**config.mk**
```make
export PLATFORM = sky130hd
export DESIGN_NAME = fifo_page_buffer_with_lookup_core
export DESIGN_NICKNAME = d
export VERILOG_FILES = /design/src/hdl/fpb_pkg.sv /design/src/hdl/fpb_ram.sv /design/src/hdl/fpb_seq.sv /design/src/hdl/fifo_page_buffer_with_lookup_core.sv
export SDC_FILE = /design/constraint.sdc
export NUM_CORES = 1
export LEC_CHECK = 0
export BUFFER_PORTS_ARGS = -buffer_cell sky130_fd_sc_hd__buf_2
export CAP_MARGIN = 20
export CORE_MARGIN = 2
export CORE_UTILIZATION = 35
export DETAILED_ROUTE_END_ITERATION = 8
export GPL_ROUTABILITY_DRIVEN = 0
export SYNTH_ARGS = -nofsm -noshare
export SYNTH_HDL_FRONTEND = slang
export SYNTH_SLANG_ARGS = --single-unit
```
**constraint.sdc**
```tcl
create_clock -name clk -period 6.3 [get_ports clk]
set_input_delay 0.945 -clock clk [delete_from_list [all_inputs] [get_ports clk]]
set_output_delay 0.945 -clock clk [all_outputs]
set_load 0.02 [all_outputs]
```
**src/hdl/fpb_pkg.sv**
```systemverilog
package fpb_pkg;

  localparam int DEF_CAPACITY      = 8;
  localparam int DEF_PAYLOAD_WIDTH = 32;
  localparam int KEY_WIDTH         = 16;
  localparam int FILL_WIDTH        = 4;

  typedef enum logic [1:0] {
    OP_PUSH   = 2'd0,
    OP_POP    = 2'd1,
    OP_SEARCH = 2'd2,
    OP_CLEAR  = 2'd3
  } op_t;

  typedef enum logic [2:0] {
    ST_IDLE,
    ST_DISPATCH,
    ST_CMP,
    ST_APPEND,
    ST_POP
  } state_t;

  typedef struct packed {
    logic hit;
    logic evicted;
    logic empty_error;
  } res_flags_t;

endpackage

```
**src/hdl/fpb_ram.sv**
```systemverilog
module fpb_ram #(
  parameter int WIDTH = 16,
  parameter int DEPTH = 8,
  localparam int AW = (DEPTH > 1) ? $clog2(DEPTH) : 1
) (
  input  logic             clk,
  input  logic             we,
  input  logic [AW-1:0]    waddr,
  input  logic [WIDTH-1:0] wdata,
  input  logic [AW-1:0]    raddr,
  output logic [WIDTH-1:0] rdata
);

  logic [WIDTH-1:0] mem [DEPTH];

  always_ff @(posedge clk) begin
    if (we) begin
      mem[waddr] <= wdata;
    end
  end

  always_ff @(posedge clk) begin
    rdata <= mem[raddr];
  end

endmodule

```
**src/hdl/fpb_seq.sv**
```systemverilog
module fpb_seq #(
  parameter int CAPACITY      = fpb_pkg::DEF_CAPACITY,
  parameter int PAYLOAD_WIDTH = fpb_pkg::DEF_PAYLOAD_WIDTH,
  localparam int SW = (CAPACITY > 1) ? $clog2(CAPACITY) : 1,
  localparam int CW = $clog2(CAPACITY + 1)
) (
  input  logic                             clk,
  input  logic                             rst,
  input  logic                             start,
  output logic                             busy,
  input  logic [1:0]                       operation,
  input  logic [fpb_pkg::KEY_WIDTH-1:0]    record_number,
  input  logic [PAYLOAD_WIDTH-1:0]         payload_in,
  // storage ports
  output logic                             key_we,
  output logic                             pay_we,
  output logic [SW-1:0]                    waddr,
  output logic [fpb_pkg::KEY_WIDTH-1:0]    key_wdata,
  output logic [PAYLOAD_WIDTH-1:0]         pay_wdata,
  output logic [SW-1:0]                    raddr,
  input  logic [fpb_pkg::KEY_WIDTH-1:0]    key_rdata,
  input  logic [PAYLOAD_WIDTH-1:0]         pay_rdata,
  // result
  output logic                             res_valid,
  output fpb_pkg::res_flags_t              res_flags,
  output logic [PAYLOAD_WIDTH-1:0]         res_payload,
  output logic [fpb_pkg::KEY_WIDTH-1:0]    res_ev_number,
  output logic [PAYLOAD_WIDTH-1:0]         res_ev_payload,
  output logic [CW-1:0]                    res_count
);

  fpb_pkg::state_t state, state_next;
  fpb_pkg::op_t    op, op_next;
  logic [fpb_pkg::KEY_WIDTH-1:0] key, key_next;
  logic [PAYLOAD_WIDTH-1:0]      pay, pay_next;
  logic [SW-1:0]                 oldest, oldest_next;
  logic [CW-1:0]                 count, count_next;
  logic [CW-1:0]                 probe, probe_next;
  logic [fpb_pkg::KEY_WIDTH-1:0] ev_key, ev_key_next;
  logic [PAYLOAD_WIDTH-1:0]      ev_pay, ev_pay_next;
  logic                          full;
  logic [CW:0]                   probe_inc;

  function automatic logic [SW-1:0] ring(input logic [SW-1:0] base, input logic [CW-1:0] off);
    logic [CW:0] sum;
    sum = (CW+1)'(base) + (CW+1)'(off);
    if (sum >= (CW+1)'(CAPACITY)) begin
      sum = sum - (CW+1)'(CAPACITY);
    end
    return sum[SW-1:0];
  endfunction

  assign full      = (count == CW'(CAPACITY));
  assign probe_inc = (CW+1)'(probe) + (CW+1)'(1);
  assign busy      = (state != fpb_pkg::ST_IDLE);
  assign res_count = count_next;

  always_ff @(posedge clk) begin
    if (rst) begin
      state  <= fpb_pkg::ST_IDLE;
      oldest <= '0;
      count  <= '0;
    end else begin
      state  <= state_next;
      oldest <= oldest_next;
      count  <= count_next;
    end
  end

  always_ff @(posedge clk) begin
    op     <= op_next;
    key    <= key_next;
    pay    <= pay_next;
    probe  <= probe_next;
    ev_key <= ev_key_next;
    ev_pay <= ev_pay_next;
  end

  always_comb begin
    state_next     = state;
    op_next        = op;
    key_next       = key;
    pay_next       = pay;
    oldest_next    = oldest;
    count_next     = count;
    probe_next     = probe;
    ev_key_next    = ev_key;
    ev_pay_next    = ev_pay;
    key_we         = 1'b0;
    pay_we         = 1'b0;
    waddr          = ring(oldest, probe);
    key_wdata      = key;
    pay_wdata      = pay;
    raddr          = oldest;
    res_valid      = 1'b0;
    res_flags      = '0;
    res_payload    = '0;
    res_ev_number  = '0;
    res_ev_payload = '0;

    case (state)
      fpb_pkg::ST_IDLE: begin
        if (start) begin
          op_next    = fpb_pkg::op_t'(operation);
          key_next   = record_number;
          pay_next   = payload_in;
          state_next = fpb_pkg::ST_DISPATCH;
        end
      end

      fpb_pkg::ST_DISPATCH: begin
        probe_next = '0;
        case (op)
          fpb_pkg::OP_PUSH, fpb_pkg::OP_SEARCH: begin
            if (count == '0) begin
              if (op == fpb_pkg::OP_PUSH) begin
                state_next = fpb_pkg::ST_APPEND;
              end else begin
                res_valid  = 1'b1;
                state_next = fpb_pkg::ST_IDLE;
              end
            end else begin
              // read of the oldest slot is issued here
              state_next = fpb_pkg::ST_CMP;
            end
          end
          fpb_pkg::OP_POP: begin
            if (count == '0) begin
              res_valid             = 1'b1;
              res_flags.empty_error = 1'b1;
              state_next            = fpb_pkg::ST_IDLE;
            end else begin
              state_next = fpb_pkg::ST_POP;
            end
          end
          default: begin
            count_next  = '0;
            oldest_next = '0;
            res_valid   = 1'b1;
            state_next  = fpb_pkg::ST_IDLE;
          end
        endcase
      end

      fpb_pkg::ST_CMP: begin
        // data for probe is on the read port; fetch the next one meanwhile
        raddr = ring(oldest, probe_inc[CW-1:0]);
        if (probe == '0) begin
          ev_key_next = key_rdata;
          ev_pay_next = pay_rdata;
        end
        if (key_rdata == key) begin
          res_valid     = 1'b1;
          res_flags.hit = 1'b1;
          state_next    = fpb_pkg::ST_IDLE;
          if (op == fpb_pkg::OP_PUSH) begin
            pay_we = 1'b1;
            waddr  = ring(oldest, probe);
          end else begin
            res_payload = pay_rdata;
          end
        end else if (probe_inc == (CW+1)'(count)) begin
          if (op == fpb_pkg::OP_PUSH) begin
            state_next = fpb_pkg::ST_APPEND;
          end else begin
            res_valid  = 1'b1;
            state_next = fpb_pkg::ST_IDLE;
          end
        end else begin
          probe_next = probe_inc[CW-1:0];
        end
      end

      fpb_pkg::ST_APPEND: begin
        key_we     = 1'b1;
        pay_we     = 1'b1;
        res_valid  = 1'b1;
        state_next = fpb_pkg::ST_IDLE;
        if (full) begin
          // overwrite the oldest slot, it becomes the newest
          waddr             = oldest;
          oldest_next       = ring(oldest, CW'(1));
          res_flags.evicted = 1'b1;
          res_ev_number     = ev_key;
          res_ev_payload    = ev_pay;
        end else begin
          waddr      = ring(oldest, count);
          count_next = count + CW'(1);
        end
      end

      fpb_pkg::ST_POP: begin
        res_valid     = 1'b1;
        res_payload   = pay_rdata;
        res_ev_number = key_rdata;
        oldest_next   = ring(oldest, CW'(1));
        count_next    = count - CW'(1);
        state_next    = fpb_pkg::ST_IDLE;
      end

      default: begin
        state_next = fpb_pkg::ST_IDLE;
      end
    endcase
  end

endmodule

```
**src/hdl/fifo_page_buffer_with_lookup_core.sv**
```systemverilog
// Channel   Handshake           Ports
// command   start / busy        operation, record_number, payload_in
// result    done (one cycle)    hit, payload_out, evicted, evicted_number,
//                               evicted_payload, empty_error, fill_count
//
// A command transaction is taken when start is high and busy is low.
// The result strobe done is registered from the last sequencer state: DISPATCH for
// clear or an empty pop or search, POP for pop, CMP or APPEND for push and search:
// the key memory is read one slot per cycle, oldest first, through one comparator.
// busy drops in the same cycle that done rises, so the next command may overlap it.
// Synchronous reset empties the buffer; the receiver cannot stall results.
module fifo_page_buffer_with_lookup_core #(
  parameter int CAPACITY      = fpb_pkg::DEF_CAPACITY,
  parameter int PAYLOAD_WIDTH = fpb_pkg::DEF_PAYLOAD_WIDTH
) (
  input  logic                                clk,
  input  logic                                rst,
  input  logic                                start,
  output logic                                busy,
  input  logic [1:0]                          operation,
  input  logic [fpb_pkg::KEY_WIDTH-1:0]       record_number,
  input  logic [PAYLOAD_WIDTH-1:0]            payload_in,
  output logic                                done,
  output logic                                hit,
  output logic [PAYLOAD_WIDTH-1:0]            payload_out,
  output logic                                evicted,
  output logic [fpb_pkg::KEY_WIDTH-1:0]       evicted_number,
  output logic [PAYLOAD_WIDTH-1:0]            evicted_payload,
  output logic                                empty_error,
  output logic [fpb_pkg::FILL_WIDTH-1:0]      fill_count
);

  localparam int SW = (CAPACITY > 1) ? $clog2(CAPACITY) : 1;
  localparam int CW = $clog2(CAPACITY + 1);

  logic                          key_we;
  logic                          pay_we;
  logic [SW-1:0]                 waddr;
  logic [SW-1:0]                 raddr;
  logic [fpb_pkg::KEY_WIDTH-1:0] key_wdata;
  logic [fpb_pkg::KEY_WIDTH-1:0] key_rdata;
  logic [PAYLOAD_WIDTH-1:0]      pay_wdata;
  logic [PAYLOAD_WIDTH-1:0]      pay_rdata;
  logic                          res_valid;
  fpb_pkg::res_flags_t           res_flags;
  logic [PAYLOAD_WIDTH-1:0]      res_payload;
  logic [fpb_pkg::KEY_WIDTH-1:0] res_ev_number;
  logic [PAYLOAD_WIDTH-1:0]      res_ev_payload;
  logic [CW-1:0]                 res_count;
  logic [CW+fpb_pkg::FILL_WIDTH-1:0] count_ext;

  fpb_seq #(
    .CAPACITY      (CAPACITY),
    .PAYLOAD_WIDTH (PAYLOAD_WIDTH)
  ) u_seq (
    .clk            (clk),
    .rst            (rst),
    .start          (start),
    .busy           (busy),
    .operation      (operation),
    .record_number  (record_number),
    .payload_in     (payload_in),
    .key_we         (key_we),
    .pay_we         (pay_we),
    .waddr          (waddr),
    .key_wdata      (key_wdata),
    .pay_wdata      (pay_wdata),
    .raddr          (raddr),
    .key_rdata      (key_rdata),
    .pay_rdata      (pay_rdata),
    .res_valid      (res_valid),
    .res_flags      (res_flags),
    .res_payload    (res_payload),
    .res_ev_number  (res_ev_number),
    .res_ev_payload (res_ev_payload),
    .res_count      (res_count)
  );

  fpb_ram #(
    .WIDTH (fpb_pkg::KEY_WIDTH),
    .DEPTH (CAPACITY)
  ) u_key_ram (
    .clk   (clk),
    .we    (key_we),
    .waddr (waddr),
    .wdata (key_wdata),
    .raddr (raddr),
    .rdata (key_rdata)
  );

  fpb_ram #(
    .WIDTH (PAYLOAD_WIDTH),
    .DEPTH (CAPACITY)
  ) u_pay_ram (
    .clk   (clk),
    .we    (pay_we),
    .waddr (waddr),
    .wdata (pay_wdata),
    .raddr (raddr),
    .rdata (pay_rdata)
  );

  assign count_ext = {{fpb_pkg::FILL_WIDTH{1'b0}}, res_count};

  always_ff @(posedge clk) begin
    if (rst) begin
      done <= 1'b0;
    end else begin
      done <= res_valid;
    end
  end

  // hold the result for its single strobe cycle
  always_ff @(posedge clk) begin
    hit             <= res_flags.hit;
    evicted         <= res_flags.evicted;
    empty_error     <= res_flags.empty_error;
    payload_out     <= res_payload;
    evicted_number  <= res_ev_number;
    evicted_payload <= res_ev_payload;
    fill_count      <= count_ext[fpb_pkg::FILL_WIDTH-1:0];
  end

endmodule
```
==> impl_results.md <==
- Nets: 1708
- Share of cells above drive strength 1: 18.0%
- CP max FO: 16
- Core Area: 64100 µm²
- Path depth of the worst reg2reg path: 6
- Cell count after synthesis: 1492
- Max VDD drop: 0.170 mV
- Syn-to-layout area delta: 18.0%
- Crit path DAT: 4.01 ns
- Min-delay src: u_pay_ram.rdata[11]$_DFF_P_
- IO buf count: 141
- Vias in the first global route: 12200
- DRC errors left: 0
- Total CTS buffers: 68
- Pleak: 9.55 nW
- Post-Syn Nets: 1557
- Post-route clock period utilization: 60.5%
- Wire per inst: 18.9 µm
- Setup violators final: 0
- Clock root buffer master: clkbuf_16
- Cell family with most CP delay: simple AND/OR/NAND/NOR gates
- Remaining Overflow, GRT: 0
- Worst r2r dst: u_key_ram.mem[2][7]$_DFFE_PP_
- Hold WS: 0.426 ns
- Total clock sinks: 632
- Final WL: 48.1 mm
- Post-CTS setup repair buffer count: 0
- Initial antenna violation count: 3
- PnR Total Power: 8.84 mW
- ANT nets after route: 0
- Clock latency on the worst-skew pair: 0.60 ns
- Hold Path End: u_seq.ev_pay[11]$_DFFE_PP_
- Sequential area share after synthesis: 77.6%
- Clock buffer depth: 3
- Final core utilization: 41.5%
- Outcome: finished clean
- First-pass GRT wire length: 73.8 mm
- Distinct cells, synth: 49
- CP max stage cell: nor3_4
- Max Cap Viol: 0
- Crit path capture type: register
- WP buf/inv: 1
- Fin. Hold Viols: 0
- CP Depth: 6
- Yosys warning count: 0
- Fillers: 5701
- Total iterations of the first detailed-routing run: 5
- I/O pin cnt: 142
- Die Span Y: 258 µm
- Worst flop-to-flop path startpoint: u_seq.state[0]$_SDFFE_PP0P_
- Max-slew violation count: 0
- Iteration-0 DRC Markers: 841
- Max-slew headroom: 23.0%
- Setup TNS: 0 ns
- CP Cell Sequence: nand3b_1 > a211oi_1 > a21oi_1 > xor2_1 > buf_4 > nor3_4
- Gr usage total: 14.3%
- Min Tclk post-route: 3.81 ns
- Row count: 93
- Crit path from: u_seq.state[0]$_SDFFE_PP0P_
- Number of cells upsized or downsized after cts: 0
- Die W: 258 µm
- Synth async-reset ratio: 0%
- Peak Freq: 262 MHz
- Synthesized cell area: 22600 µm²
- EDFF count, synth: 486
- CTS tree: yes
- Flop-to-flop setup slack: 2.49 ns
- Pin count of the biggest net entering global routing: 127
- Final clock skew: 0.0267 ns
- RSZ-0062 raised after global routing: false
- Hold crit path type: register to register
- Clk slew on worst S/H paths: 0.05 ns
- Critical Path RT: 6.49 ns
- H-Tree Depth: 3
- FF+latch count, synth: 632
- Total Die Area: 66600 µm²
- Slew @ Worst Pin: 1.15 ns
- Vias/cell: 4.83
- Max incr delay on CP: 0.88 ns
- DP Wirelength: 26.8 mm
- Hold depth: 0
- Top FF cell, synth: edfxtp_1
- Vias post-DR: 12300
- # hold bufs at CTS: 0
- Startpoint types: register
- WS Path Type: register to register
- Syn_area_per_cell: 15.1 µm²
- Power Dens Cells: 332 nW/µm²
- Inserted Diodes: 0
- Starting Density: 35.2%
==> worst max path at each step <==
stage                                      to  slack [ns]
3_5_place_dp    u_key_ram.mem[1][3]$_DFFE_PP_        2.49
2_1_floorplan   u_pay_ram.mem[7][0]$_DFFE_PP_        1.82
5_1_grt         u_key_ram.mem[0][7]$_DFFE_PP_        2.24
4_1_cts         u_key_ram.mem[1][7]$_DFFE_PP_        2.46
6_report        u_key_ram.mem[2][7]$_DFFE_PP_        2.49
3_3_place_gp   u_pay_ram.mem[0][19]$_DFFE_PP_        2.59
==> cell usage after synthesis (3+ instances only) <==
| cell type | number | area share (%) |
|---|---|---|
| a211oi_1 | 4 | 0.13 |
| a21oi_1 | 100 | 2.2 |
| a221oi_1 | 48 | 1.9 |
| a22o_1 | 16 | 0.62 |
| a31o_1 | 37 | 1.4 |
| a31o_2 | 11 | 0.43 |
| a31oi_1 | 7 | 0.19 |
| and2_1 | 33 | 0.91 |
| buf_1 | 5 | 0.083 |
| buf_2 | 36 | 0.80 |
| buf_4 | 5 | 0.17 |
| clkbuf_1 | 41 | 0.68 |
| dfxtp_1 | 146 | 13 |
| edfxtp_1 | 486 | 65 |
| fa_1 | 3 | 0.27 |
| ha_1 | 9 | 0.50 |
| inv_1 | 14 | 0.23 |
| mux2i_1 | 53 | 2.3 |
| nand2_1 | 250 | 4.2 |
| nand2b_1 | 3 | 0.083 |
| nand3_1 | 52 | 1.2 |
| nand4_1 | 4 | 0.11 |
| nor2_1 | 12 | 0.20 |
| nor2b_1 | 37 | 1.0 |
| nor3_1 | 18 | 0.40 |
| nor3b_1 | 4 | 0.13 |
| or2_2 | 3 | 0.083 |
| xnor2_1 | 23 | 0.89 |
| xor2_1 | 6 | 0.23 |
==> power by group <==
| group | internal [mW] | switching [mW] | leakage (nW) |
|---|---|---|---|
| registers | 4.56 | 0.0853 | 5.59 |
| clock network | 2.30 | 1.58 | 1.06 |
| logic | 0.117 | 0.191 | 2.89 |
| total | 6.99 | 1.85 | 9.55 |
==> through the flow <==
stage,cells,worst slack [ns],area (µm²)
global placement,2424,2.59,24400
global route,2553,2.24,26600
CTS,2550,2.46,26600
finish,2553,2.49,26600
floorplan,1492,1.82,22600
detailed placement,2425,2.49,24400
==> flip-flops by register name, summed over array words and instances, names as in the netlist, 16 cells and up <==
register         count
evicted_number      16
evicted_payload     32
payload_out         32
u_key_ram.mem      128
u_key_ram.rdata     16
u_pay_ram.mem      256
u_pay_ram.rdata     32
u_seq.ev_key        16
u_seq.ev_pay        32
u_seq.key_wdata     16
u_seq.pay_wdata     32
==> layout by cell type (no fill, tap or decap), types with 4 or more instances in the layout <==
cell / netlist / layout
ha_1: 9 / 9
xnor2_1: 23 / 22
clkbuf_1: 41 / 18
a221oi_1: 48 / 48
nand3_1: 52 / 52
a31o_2: 11 / 11
nor3_4: 0 / 8
mux2i_1: 53 / 51
buf_4: 5 / 23
clkbuf_8: 0 / 6
a31oi_1: 7 / 6
edfxtp_1: 486 / 486
a211oi_1: 4 / 4
nand2_1: 250 / 250
nor2_1: 12 / 11
nor2b_1: 37 / 37
nor3_2: 0 / 8
xor2_1: 6 / 6
a31o_1: 37 / 37
a21oi_1: 100 / 100
inv_1: 14 / 14
dfxtp_1: 146 / 146
nand4_1: 4 / 4
clkinv_2: 0 / 6
inv_6: 0 / 5
clkbuf_16: 0 / 69
and2_1: 33 / 32
buf_2: 36 / 141
a22o_1: 16 / 16
clkinv_1: 0 / 11
bufinv_16: 0 / 5
==> kinds of logic (layout without fill, tap and decap cells) <==
| family | after synthesis | in the layout | synth area share [%] |
|---|---|---|---|
| compound gates | 238 | 238 | 7.47 |
| xor+xnor | 30 | 30 | 1.22 |
| fa+ha+maj | 12 | 12 | 0.765 |
| buf+inv | 101 | 307 | 1.96 |
| flops | 632 | 632 | 77.6 |
| mux | 54 | 54 | 2.40 |
| simple gates | 425 | 425 | 8.60 |
==> metal layers <==
layer | part of all wire, % | track usage [%] | wire [µm] | up-vias
li1 | - | - | - | 5851
met1 | 46 | 19.7 | 22000 | 6079
met2 | 47 | 22.8 | 22600 | 317
met3 | 5.3 | 2.69 | 2570 | 74
met4 | 2.0 | 5.23 | 961 | 4
met5 | 0.050 | 0 | 24 | -
==> area by class of cell <==
type                            count  area, µm²  share of cell area [%]
Inverter                           14       52.6                   0.197
Clock inverter                     32        314                    1.18
Clock buffer                       93       1880                    7.05
Multi-Input combinational cell    759       4840                    18.2
Sequential cell                   632      17500                    65.8
Tap cell                          855       1070                    4.02
Timing Repair Buffer              168        961                    3.61
(Power assumes the default switching activity.)
